--- src/hw/rtl/adsr_pkg.sv ---
// shared types, codes and defaults for the adsr envelope generator
package adsr_pkg;

  // default sizes of the internal timer and level
  localparam int TIMER_WIDTH_DEF = 24;
  localparam int LEVEL_WIDTH_DEF = 16;

  // fixed widths of the configuration registers and the port fields
  localparam int CFG_TICK_W  = 24;
  localparam int CFG_LEVEL_W = 16;
  localparam int CFG_INDEX_W = 2;
  localparam int KIND_W      = 2;
  localparam int ELAPSED_W   = 8;
  localparam int OUT_LEVEL_W = 16;
  localparam int PHASE_W     = 3;

  // configuration register indexes
  localparam logic [CFG_INDEX_W-1:0] CFG_ATTACK_TICKS  = 2'd0;
  localparam logic [CFG_INDEX_W-1:0] CFG_DECAY_TICKS   = 2'd1;
  localparam logic [CFG_INDEX_W-1:0] CFG_SUSTAIN_LEVEL = 2'd2;
  localparam logic [CFG_INDEX_W-1:0] CFG_RELEASE_TICKS = 2'd3;

  // input item kinds
  localparam logic [KIND_W-1:0] KIND_TICK     = 2'd0;
  localparam logic [KIND_W-1:0] KIND_NOTE_ON  = 2'd1;
  localparam logic [KIND_W-1:0] KIND_NOTE_OFF = 2'd2;

  typedef enum logic [PHASE_W-1:0] {
    PH_IDLE    = 3'd0,
    PH_ATTACK  = 3'd1,
    PH_DECAY   = 3'd2,
    PH_SUSTAIN = 3'd3,
    PH_RELEASE = 3'd4
  } phase_t;

  typedef enum logic [2:0] {
    ST_IDLE,
    ST_EVAL,
    ST_MUL,
    ST_DIV,
    ST_DONE,
    ST_OUT
  } ctrl_state_t;

  typedef struct packed {
    logic [KIND_W-1:0]    kind;
    logic [ELAPSED_W-1:0] elapsed;
  } item_t;

  typedef struct packed {
    logic [OUT_LEVEL_W-1:0] level;
    logic [PHASE_W-1:0]     phase;
  } result_t;

  // controller to datapath
  typedef struct packed {
    logic capture;
    logic eval;
    logic div_init;
    logic div_step;
    logic commit;
    logic load_out;
  } dp_cmd_t;

  // datapath to controller
  typedef struct packed {
    logic need_div;
    logic div_last;
    logic out_busy;
  } dp_status_t;

endpackage

--- src/hw/rtl/adsr_ctrl.sv ---
// sequencing state machine of the adsr envelope generator
module adsr_ctrl import adsr_pkg::*; (
  input  logic       clk,
  input  logic       rst,
  input  logic       item_valid,
  output logic       item_ready,
  input  dp_status_t status,
  output dp_cmd_t    cmd
);

  ctrl_state_t state, state_next;

  always_ff @(posedge clk) begin
    if (rst) begin
      state <= ST_IDLE;
    end else begin
      state <= state_next;
    end
  end

  always_comb begin
    state_next = state;
    case (state)
      ST_IDLE: begin
        if (item_valid) state_next = ST_EVAL;
      end
      ST_EVAL: begin
        state_next = status.need_div ? ST_MUL : ST_OUT;
      end
      ST_MUL:  state_next = ST_DIV;
      ST_DIV: begin
        if (status.div_last) state_next = ST_DONE;
      end
      ST_DONE: state_next = ST_OUT;
      ST_OUT: begin
        if (!status.out_busy) state_next = ST_IDLE;
      end
      default: state_next = ST_IDLE;
    endcase
  end

  always_comb begin
    cmd        = '0;
    item_ready = 1'b0;
    case (state)
      ST_IDLE: begin
        item_ready  = 1'b1;
        cmd.capture = item_valid;
      end
      ST_EVAL: cmd.eval     = 1'b1;
      ST_MUL:  cmd.div_init = 1'b1;
      ST_DIV:  cmd.div_step = 1'b1;
      ST_DONE: cmd.commit   = 1'b1;
      ST_OUT:  cmd.load_out = !status.out_busy;
      default: cmd = '0;
    endcase
  end

endmodule

--- src/hw/rtl/adsr_dp.sv ---
// envelope state, configuration, multiplier, restoring divider and result register
module adsr_dp import adsr_pkg::*; #(
  parameter int TIMER_WIDTH = TIMER_WIDTH_DEF,
  parameter int LEVEL_WIDTH = LEVEL_WIDTH_DEF
) (
  input  logic                   clk,
  input  logic                   rst,
  input  dp_cmd_t                cmd,
  output dp_status_t             status,
  input  item_t                  item,
  input  logic                   cfg_write,
  input  logic [CFG_INDEX_W-1:0] cfg_index,
  input  logic [CFG_TICK_W-1:0]  cfg_data,
  output logic                   result_valid,
  input  logic                   result_ready,
  output result_t                result
);

  localparam int TW     = TIMER_WIDTH;
  localparam int LW     = LEVEL_WIDTH;
  localparam int DW     = CFG_TICK_W;
  localparam int CMP_W  = (TW > DW) ? TW : DW;
  localparam int SCMP_W = (LW > CFG_LEVEL_W) ? LW : CFG_LEVEL_W;
  localparam int NUM_W  = DW + LW;
  localparam int CNT_W  = $clog2(LW);
  localparam logic [TW-1:0] TIMER_MAX = {TW{1'b1}};
  localparam logic [LW-1:0] FS        = {LW{1'b1}};

  // configuration
  logic [DW-1:0]          attack_ticks;
  logic [DW-1:0]          decay_ticks;
  logic [DW-1:0]          release_ticks;
  logic [CFG_LEVEL_W-1:0] sustain_cfg;

  // envelope state
  phase_t        phase;
  logic [TW-1:0] timer;
  logic [LW-1:0] level;
  logic [LW-1:0] release_start;
  item_t         item_q;

  // divider
  logic [DW-1:0]    rem;
  logic [LW-1:0]    quot;
  logic [DW-1:0]    divisor;
  logic [CNT_W-1:0] cnt;

  logic [LW-1:0]    sustain;
  logic [TW:0]      timer_sum;
  logic [TW-1:0]    timer_new;
  logic [DW-1:0]    cur_ticks;
  logic             ticks_zero;
  logic             reached;
  logic             ramp_phase;
  logic [DW-1:0]    mul_a;
  logic [LW-1:0]    mul_b;
  logic [NUM_W-1:0] product;
  logic [DW:0]      rem_shift;
  logic [DW:0]      rem_diff;
  logic             q_bit;

  always_ff @(posedge clk) begin
    if (rst) begin
      attack_ticks  <= '0;
      decay_ticks   <= '0;
      sustain_cfg   <= '1;
      release_ticks <= '0;
    end else if (cfg_write) begin
      case (cfg_index)
        CFG_ATTACK_TICKS:  attack_ticks  <= cfg_data;
        CFG_DECAY_TICKS:   decay_ticks   <= cfg_data;
        CFG_SUSTAIN_LEVEL: sustain_cfg   <= cfg_data[CFG_LEVEL_W-1:0];
        CFG_RELEASE_TICKS: release_ticks <= cfg_data;
        default: ;
      endcase
    end
  end

  // sustain above full scale acts as full scale
  always_comb begin
    if (SCMP_W'(sustain_cfg) > SCMP_W'(FS)) begin
      sustain = FS;
    end else begin
      sustain = LW'(sustain_cfg);
    end
  end

  // saturating timer advance
  always_comb begin
    timer_sum = {1'b0, timer} + (TW + 1)'(item_q.elapsed);
    timer_new = timer_sum[TW] ? TIMER_MAX : timer_sum[TW-1:0];
  end

  always_comb begin
    case (phase)
      PH_ATTACK:  cur_ticks = attack_ticks;
      PH_DECAY:   cur_ticks = decay_ticks;
      PH_RELEASE: cur_ticks = release_ticks;
      default:    cur_ticks = '0;
    endcase
  end

  assign ticks_zero = (cur_ticks == '0);
  assign reached    = (CMP_W'(timer_new) >= CMP_W'(cur_ticks));
  assign ramp_phase = (phase == PH_ATTACK) || (phase == PH_DECAY) || (phase == PH_RELEASE);

  assign status.need_div = (item_q.kind == KIND_TICK) && ramp_phase && !ticks_zero && !reached;

  // timer is below the duration here, so it fits the tick width
  always_comb begin
    case (phase)
      PH_ATTACK: begin
        mul_a = DW'(timer);
        mul_b = FS;
      end
      PH_DECAY: begin
        mul_a = DW'(timer);
        mul_b = FS - sustain;
      end
      PH_RELEASE: begin
        mul_a = cur_ticks - DW'(timer);
        mul_b = release_start;
      end
      default: begin
        mul_a = '0;
        mul_b = '0;
      end
    endcase
  end

  assign product = NUM_W'(mul_a) * NUM_W'(mul_b);

  // one restoring step per cycle
  assign rem_shift = {rem, quot[LW-1]};
  assign rem_diff  = rem_shift - {1'b0, divisor};
  assign q_bit     = !rem_diff[DW];

  assign status.div_last = (cnt == CNT_W'(LW - 1));

  always_ff @(posedge clk) begin
    if (cmd.div_init) begin
      rem     <= product[NUM_W-1:LW];
      quot    <= product[LW-1:0];
      divisor <= cur_ticks;
      cnt     <= '0;
    end else if (cmd.div_step) begin
      rem  <= q_bit ? rem_diff[DW-1:0] : rem_shift[DW-1:0];
      quot <= {quot[LW-2:0], q_bit};
      cnt  <= cnt + CNT_W'(1);
    end
  end

  always_ff @(posedge clk) begin
    if (cmd.capture) item_q <= item;
  end

  always_ff @(posedge clk) begin
    if (rst) begin
      phase         <= PH_IDLE;
      timer         <= '0;
      level         <= '0;
      release_start <= '0;
    end else if (cmd.eval) begin
      case (item_q.kind)
        KIND_TICK: begin
          timer <= timer_new;
          case (phase)
            PH_ATTACK: begin
              if (ticks_zero || reached) begin
                phase <= PH_DECAY;
                level <= FS;
                timer <= '0;
              end
            end
            PH_DECAY: begin
              if (ticks_zero || reached) begin
                phase <= PH_SUSTAIN;
                level <= sustain;
                timer <= '0;
              end
            end
            PH_SUSTAIN: level <= sustain;
            PH_RELEASE: begin
              if (ticks_zero || reached) begin
                phase <= PH_IDLE;
                level <= '0;
                timer <= '0;
              end
            end
            default: level <= '0;
          endcase
        end
        KIND_NOTE_ON: begin
          phase <= PH_ATTACK;
          timer <= '0;
        end
        KIND_NOTE_OFF: begin
          if (phase != PH_IDLE) begin
            release_start <= level;
            phase         <= PH_RELEASE;
            timer         <= '0;
          end
        end
        default: ;
      endcase
    end else if (cmd.commit) begin
      // decay counts down from full scale
      level <= (phase == PH_DECAY) ? FS - quot : quot;
    end
  end

  assign status.out_busy = result_valid && !result_ready;

  always_ff @(posedge clk) begin
    if (rst) begin
      result_valid <= 1'b0;
    end else if (cmd.load_out) begin
      result_valid <= 1'b1;
    end else if (result_ready) begin
      result_valid <= 1'b0;
    end
  end

  always_ff @(posedge clk) begin
    if (cmd.load_out) begin
      result.level <= OUT_LEVEL_W'(level);
      result.phase <= PHASE_W'(phase);
    end
  end

endmodule

--- src/hw/rtl/adsr_envelope_generator.sv ---
// top level of the linear adsr envelope generator
//
// item channel (item_valid/item_ready/item): one transfer per event, a tick
// carrying elapsed ticks, a note on or a note off
// result channel (result_valid/result_ready/result): exactly one transfer per
// item, the envelope level and phase after that item
// cfg channel (cfg_valid/cfg_ready/cfg_index/cfg_data): register writes,
// always ready; write only while no item is in flight
// one item at a time; a note on, note off, unused kind or a tick that ends or
// holds a phase goes from evaluation straight to the result load
// a tick inside an attack, decay or release ramp runs the multiply and a
// restoring divider that yields one quotient bit per cycle, then commits the
// new level before the result load
// the next item is taken in the idle state that follows the result register
// load, so the work on two items never overlaps
// rst clears the phase to idle, timer, level and release start to zero and
// the registers to their defaults (sustain at full scale)
// while result_ready is low the result register holds its transfer; a new
// item is still taken and worked, and waits only for the final result load
module adsr_envelope_generator import adsr_pkg::*; #(
  parameter int TIMER_WIDTH = TIMER_WIDTH_DEF,
  parameter int LEVEL_WIDTH = LEVEL_WIDTH_DEF
) (
  input  logic                   clk,
  input  logic                   rst,
  // input events
  input  logic                   item_valid,
  output logic                   item_ready,
  input  item_t                  item,
  // envelope results
  output logic                   result_valid,
  input  logic                   result_ready,
  output result_t                result,
  // register writes
  input  logic                   cfg_valid,
  output logic                   cfg_ready,
  input  logic [CFG_INDEX_W-1:0] cfg_index,
  input  logic [CFG_TICK_W-1:0]  cfg_data
);

  dp_cmd_t    cmd;
  dp_status_t status;

  // registers take a write in any cycle
  assign cfg_ready = 1'b1;

  // sequencer: accept, evaluate, multiply, divide, commit, hand off
  adsr_ctrl u_ctrl (
    .clk        (clk),
    .rst        (rst),
    .item_valid (item_valid),
    .item_ready (item_ready),
    .status     (status),
    .cmd        (cmd)
  );

  // envelope state, arithmetic and the result register
  adsr_dp #(
    .TIMER_WIDTH (TIMER_WIDTH),
    .LEVEL_WIDTH (LEVEL_WIDTH)
  ) u_dp (
    .clk          (clk),
    .rst          (rst),
    .cmd          (cmd),
    .status       (status),
    .item         (item),
    .cfg_write    (cfg_valid && cfg_ready),
    .cfg_index    (cfg_index),
    .cfg_data     (cfg_data),
    .result_valid (result_valid),
    .result_ready (result_ready),
    .result       (result)
  );

endmodule

--- config.mk ---
export PLATFORM = sky130hd
export DESIGN_NAME = adsr_envelope_generator
export DESIGN_NICKNAME = d
export VERILOG_FILES = /design/src/hw/rtl/adsr_pkg.sv /design/src/hw/rtl/adsr_ctrl.sv /design/src/hw/rtl/adsr_dp.sv /design/src/hw/rtl/adsr_envelope_generator.sv
export SDC_FILE = /design/constraint.sdc
export NUM_CORES = 2
export LEC_CHECK = 0
export ABC_CLOCK_PERIOD_IN_PS = 10100
export BUFFER_PORTS_ARGS = -buffer_cell sky130_fd_sc_hd__buf_2
export CORE_MARGIN = 1
export CORE_UTILIZATION = 38
export CTS_CLUSTER_SIZE = 30
export DETAILED_ROUTE_END_ITERATION = 6
export SLEW_MARGIN = 20
export SYNTH_ARGS = -nofsm -noshare
export SYNTH_HDL_FRONTEND = slang
export SYNTH_SLANG_ARGS = --single-unit
--- constraint.sdc ---
create_clock -name clk -period 10.1 [get_ports clk]
set_clock_uncertainty 0.2 [all_clocks]
set_input_delay 2.525 -clock clk [delete_from_list [all_inputs] [get_ports clk]]
set_output_delay 2.525 -clock clk [all_outputs]
set_load 0.01 [all_outputs]
==> impl_metrics.yaml <==
clocking:
  path_clk_slew_ns: 0.06
  clkLatencyLatePin_ns: 0.60
  cts_sinks: 248
  hold_buffers: 0
  cts_root_buffer: "clkbuf_16"
  cts_buffers: 29
  cts_tree: "done"
  htreeDepth: 1
  clk_path_buf_depth: 3
synth:
  yosysWarnings: 0
  synth.avg_cell_area_um2: 8.35
  yosysTopAreaCellShare_pct: 23.2
  synth_cells: 3199
  seq_area_frac_synth_pct: 22.1
  synth_flop_cell: "dfxtp_1"
  yosysUniqueCellTypes: 81
  synth_edf_count: 93
  async_flop_share_pct: 0
  syn_area_um2: 26700
  yosysTopAreaCell: "fa_1"
  yosys-top-cells-area: "fa_1 (23%), dfxtp_1 (12%), edfxtp_1 (10%), ha_1 (9.1%), nand2_1 (8.1%)"
  syn-num-nets: 3744
  ys_seq_elements: 248
place:
  dp_slack_ns: -0.0371
  dp.final_hpwl_um: 63400
  place.gp.congestion: 0.924
  numPortBuffers: 61
die:
  placementRows: 96
  dieHeight_um: 267
  die_area_um2: 71300
  core-area_um2: 69100
  io_pins: 63
  die_x_um: 267
  initial_core_util_pct: 38.7
cells_and_area:
  nets: 3850
  diodes: 0
  drive_above_1_share_pct: 11.5
  layout_common_cells: "nand2_1 (579), inv_1 (407), nor2_1 (323)"
  syn2layout_area_growth_pct: 12.7
  final_common_cell: "nand2_1"
power_and_ir_drop:
  pwr-share-clk_pct: 30.9
  switching_power_uw: 1350
  comb_power_share_pct: 35.4
  p_leak_uw: 0.0136
  ir_drop_v: 0.000156
  powerDensity_nw_per_um2: 119
  p_int_uw: 2220
  seq_power_share_pct: 33.7
  swShare_pct: 37.9
  power_uw: 3570
global_routing:
  grt-ovfl-total: 0
  grt_pass1_wl_um: 129000
  grtUsageTotal_pct: 23.4
  grt_max_degree: 86
  grt_pass1_vias: 22700
  antenna_found_initial: 0
setup_path:
  cp_common_cell: "fa_1"
  path_class: "register to register"
  required_ns: 10.22
  reg2reg_depth: 38
  path_depth: 38
  worstPathArrival_ns: 9.76
  critPathBufInv: 8
  startpoint_type: "register"
  crit_family: "adder cells"
  max_stage_delay_ns: 0.58
  end_kind: "register"
  path_max_fanout: 16
  crit_slowest_cell: "fa_1"
min_path:
  holdPathStages: 2
  min_path_type: "register to register"
sta:
  maxSlewViolCount: 0
  setup_tns_ns: 0
  setup_slack_ns: 0.461
  fmax_mhz: 104
  hold_viol_final: 0
  setup_viol: 0
  period_share_pct: 95.4
  final.min_clock_period_ns: 9.64
  worstMarginPinSlew_ns: 1.11
  slew-limit-headroom_pct: 26.2
run_status:
  outcome: "completed"
drt:
  drc: 0
  initialDrtViolationCount: 2113
  viasPerCell: 5.35
  wl_per_cell_um: 19.3
  wl_um: 82000
  ant_nets: 0
  first_pass_iters: 5
  vias: 22800
flow_run:
  drv_cap: 0
==> through the flow <==
step	hold slack (ns)	instances	utilization, %	cell area, um2
finish	0.255	4259	43.6	30100
global route	0.271	4259	43.6	30100
CTS	0.256	4256	43.3	29900
detailed placement	0.248	4202	41.9	28900
global placement	0.242	4202	41.9	28900
floorplan	0.206	3199	-	26700
==> final timing paths <==
| check | startpoint | endpoint | slack (ns) |
|---|---|---|---|
| max reg2reg | u_dp.phase[1] | u_dp.rem[21] | 0.46 |
| min | u_dp.decay_ticks[13] | u_dp.decay_ticks[13] | 0.26 |
| max | u_dp.phase[1] | u_dp.rem[21] | 0.46 |
| min reg2reg | u_dp.decay_ticks[13] | u_dp.decay_ticks[13] | 0.26 |
==> flip-flops by register name (all words and copies together) (netlist names), 4 cells and up <==
| signal | cells |
|---|---|
| u_dp.attack_ticks | 24 |
| u_dp.cnt | 4 |
| u_dp.decay_ticks | 24 |
| u_dp.divisor | 24 |
| u_dp.item_q | 10 |
| u_dp.level | 16 |
| u_dp.quot | 16 |
| u_dp.release_start | 16 |
| u_dp.release_ticks | 24 |
| u_dp.rem | 24 |
| u_dp.result | 19 |
| u_dp.sustain_cfg | 16 |
| u_dp.timer | 24 |
==> layer usage <==
| layer | routed length [um] | GRT usage (%) |
|---|---|---|
| met5 | 0 | 0 |
| met2 | 37400 | 38.1 |
| met3 | 5540 | 2.70 |
| met4 | 2660 | 6.93 |
| met1 | 36400 | 32.5 |
==> cell type report <==
type / count / area, um2
fillers: 6901 / 39000
flip-flops and latches: 248 / 5900
clock inverters: 24 / 250
well taps: 931 / 1160
clock buffers: 30 / 729
repair buffers: 241 / 1710
multi-input cells: 2375 / 18800
inverters: 410 / 1540
==> what timing repair did <==
action,CTS,global route
endpoints found under the hold margin,0,0
endpoints found under the setup margin,3,18
pin swaps,0,6
resized for setup,3,38
gates cloned,0,1
buffers inserted,0,2
==> worst register-to-register path: cells and delay by family (launching register included) <==
| kind | cells | cell delay (ns) |
|---|---|---|
| compound gates | 15 | 3.17 |
| xor+xnor | 2 | 0.31 |
| fa+ha+maj | 8 | 3.75 |
| buf+inv | 8 | 1.00 |
| flops | 1 | 0.41 |
| mux | 1 | 0.09 |
| simple gates | 4 | 0.45 |
==> power groups by stage <==
| stage | logic (uW) | clock network [uW] | registers [uW] |
|---|---|---|---|
| 6_report | 1270 | 1100 | 1200 |
| 5_1_grt | 1380 | 1160 | 1210 |
| 4_1_cts | 1220 | 1120 | 1200 |
| 3_5_place_dp | 1210 | 0 | 1220 |
| 3_3_place_gp | 1200 | 0 | 1220 |
| 2_1_floorplan | 864 | 0 | 1190 |
==> cell usage after synthesis, types with 12 or more instances <==
cell type / count
ha_1: 195
o21ai_0: 79
nor2b_1: 20
mux2i_1: 24
or3_1: 12
clkbuf_1: 137
buf_1: 12
fa_1: 309
o21a_1: 28
nand3_1: 39
nand3b_1: 19
a2bb2oi_1: 14
a22o_1: 16
nand2b_1: 22
nand4_1: 19
nor3_1: 25
dfxtp_1: 155
a21oi_1: 230
a211oi_1: 19
edfxtp_1: 93
a221oi_1: 18
a211oi_2: 14
or2_2: 15
xor2_1: 31
and3_1: 24
xnor2_1: 58
a21o_1: 46
a22oi_1: 46
inv_1: 409
a31oi_1: 14
nand2_1: 579
nor2_1: 324
and2_1: 16
==> cell families (layout without fill, tap and decap cells) <==
logic type,after synthesis,after routing,share of synthesized area (%)
other,1,1,0.0140
AO/OA/AOI/OAI,624,624,15.3
flip-flops,248,248,22.1
AND/OR/NAND/NOR,1129,1130,17.9
buffers and inverters,577,705,8.39
XOR/XNOR,89,89,2.92
multiplexers,27,27,1.03
adder cells (fa/ha/maj),504,504,32.3
No activity file was read; power rests on OpenSTA's default activity.
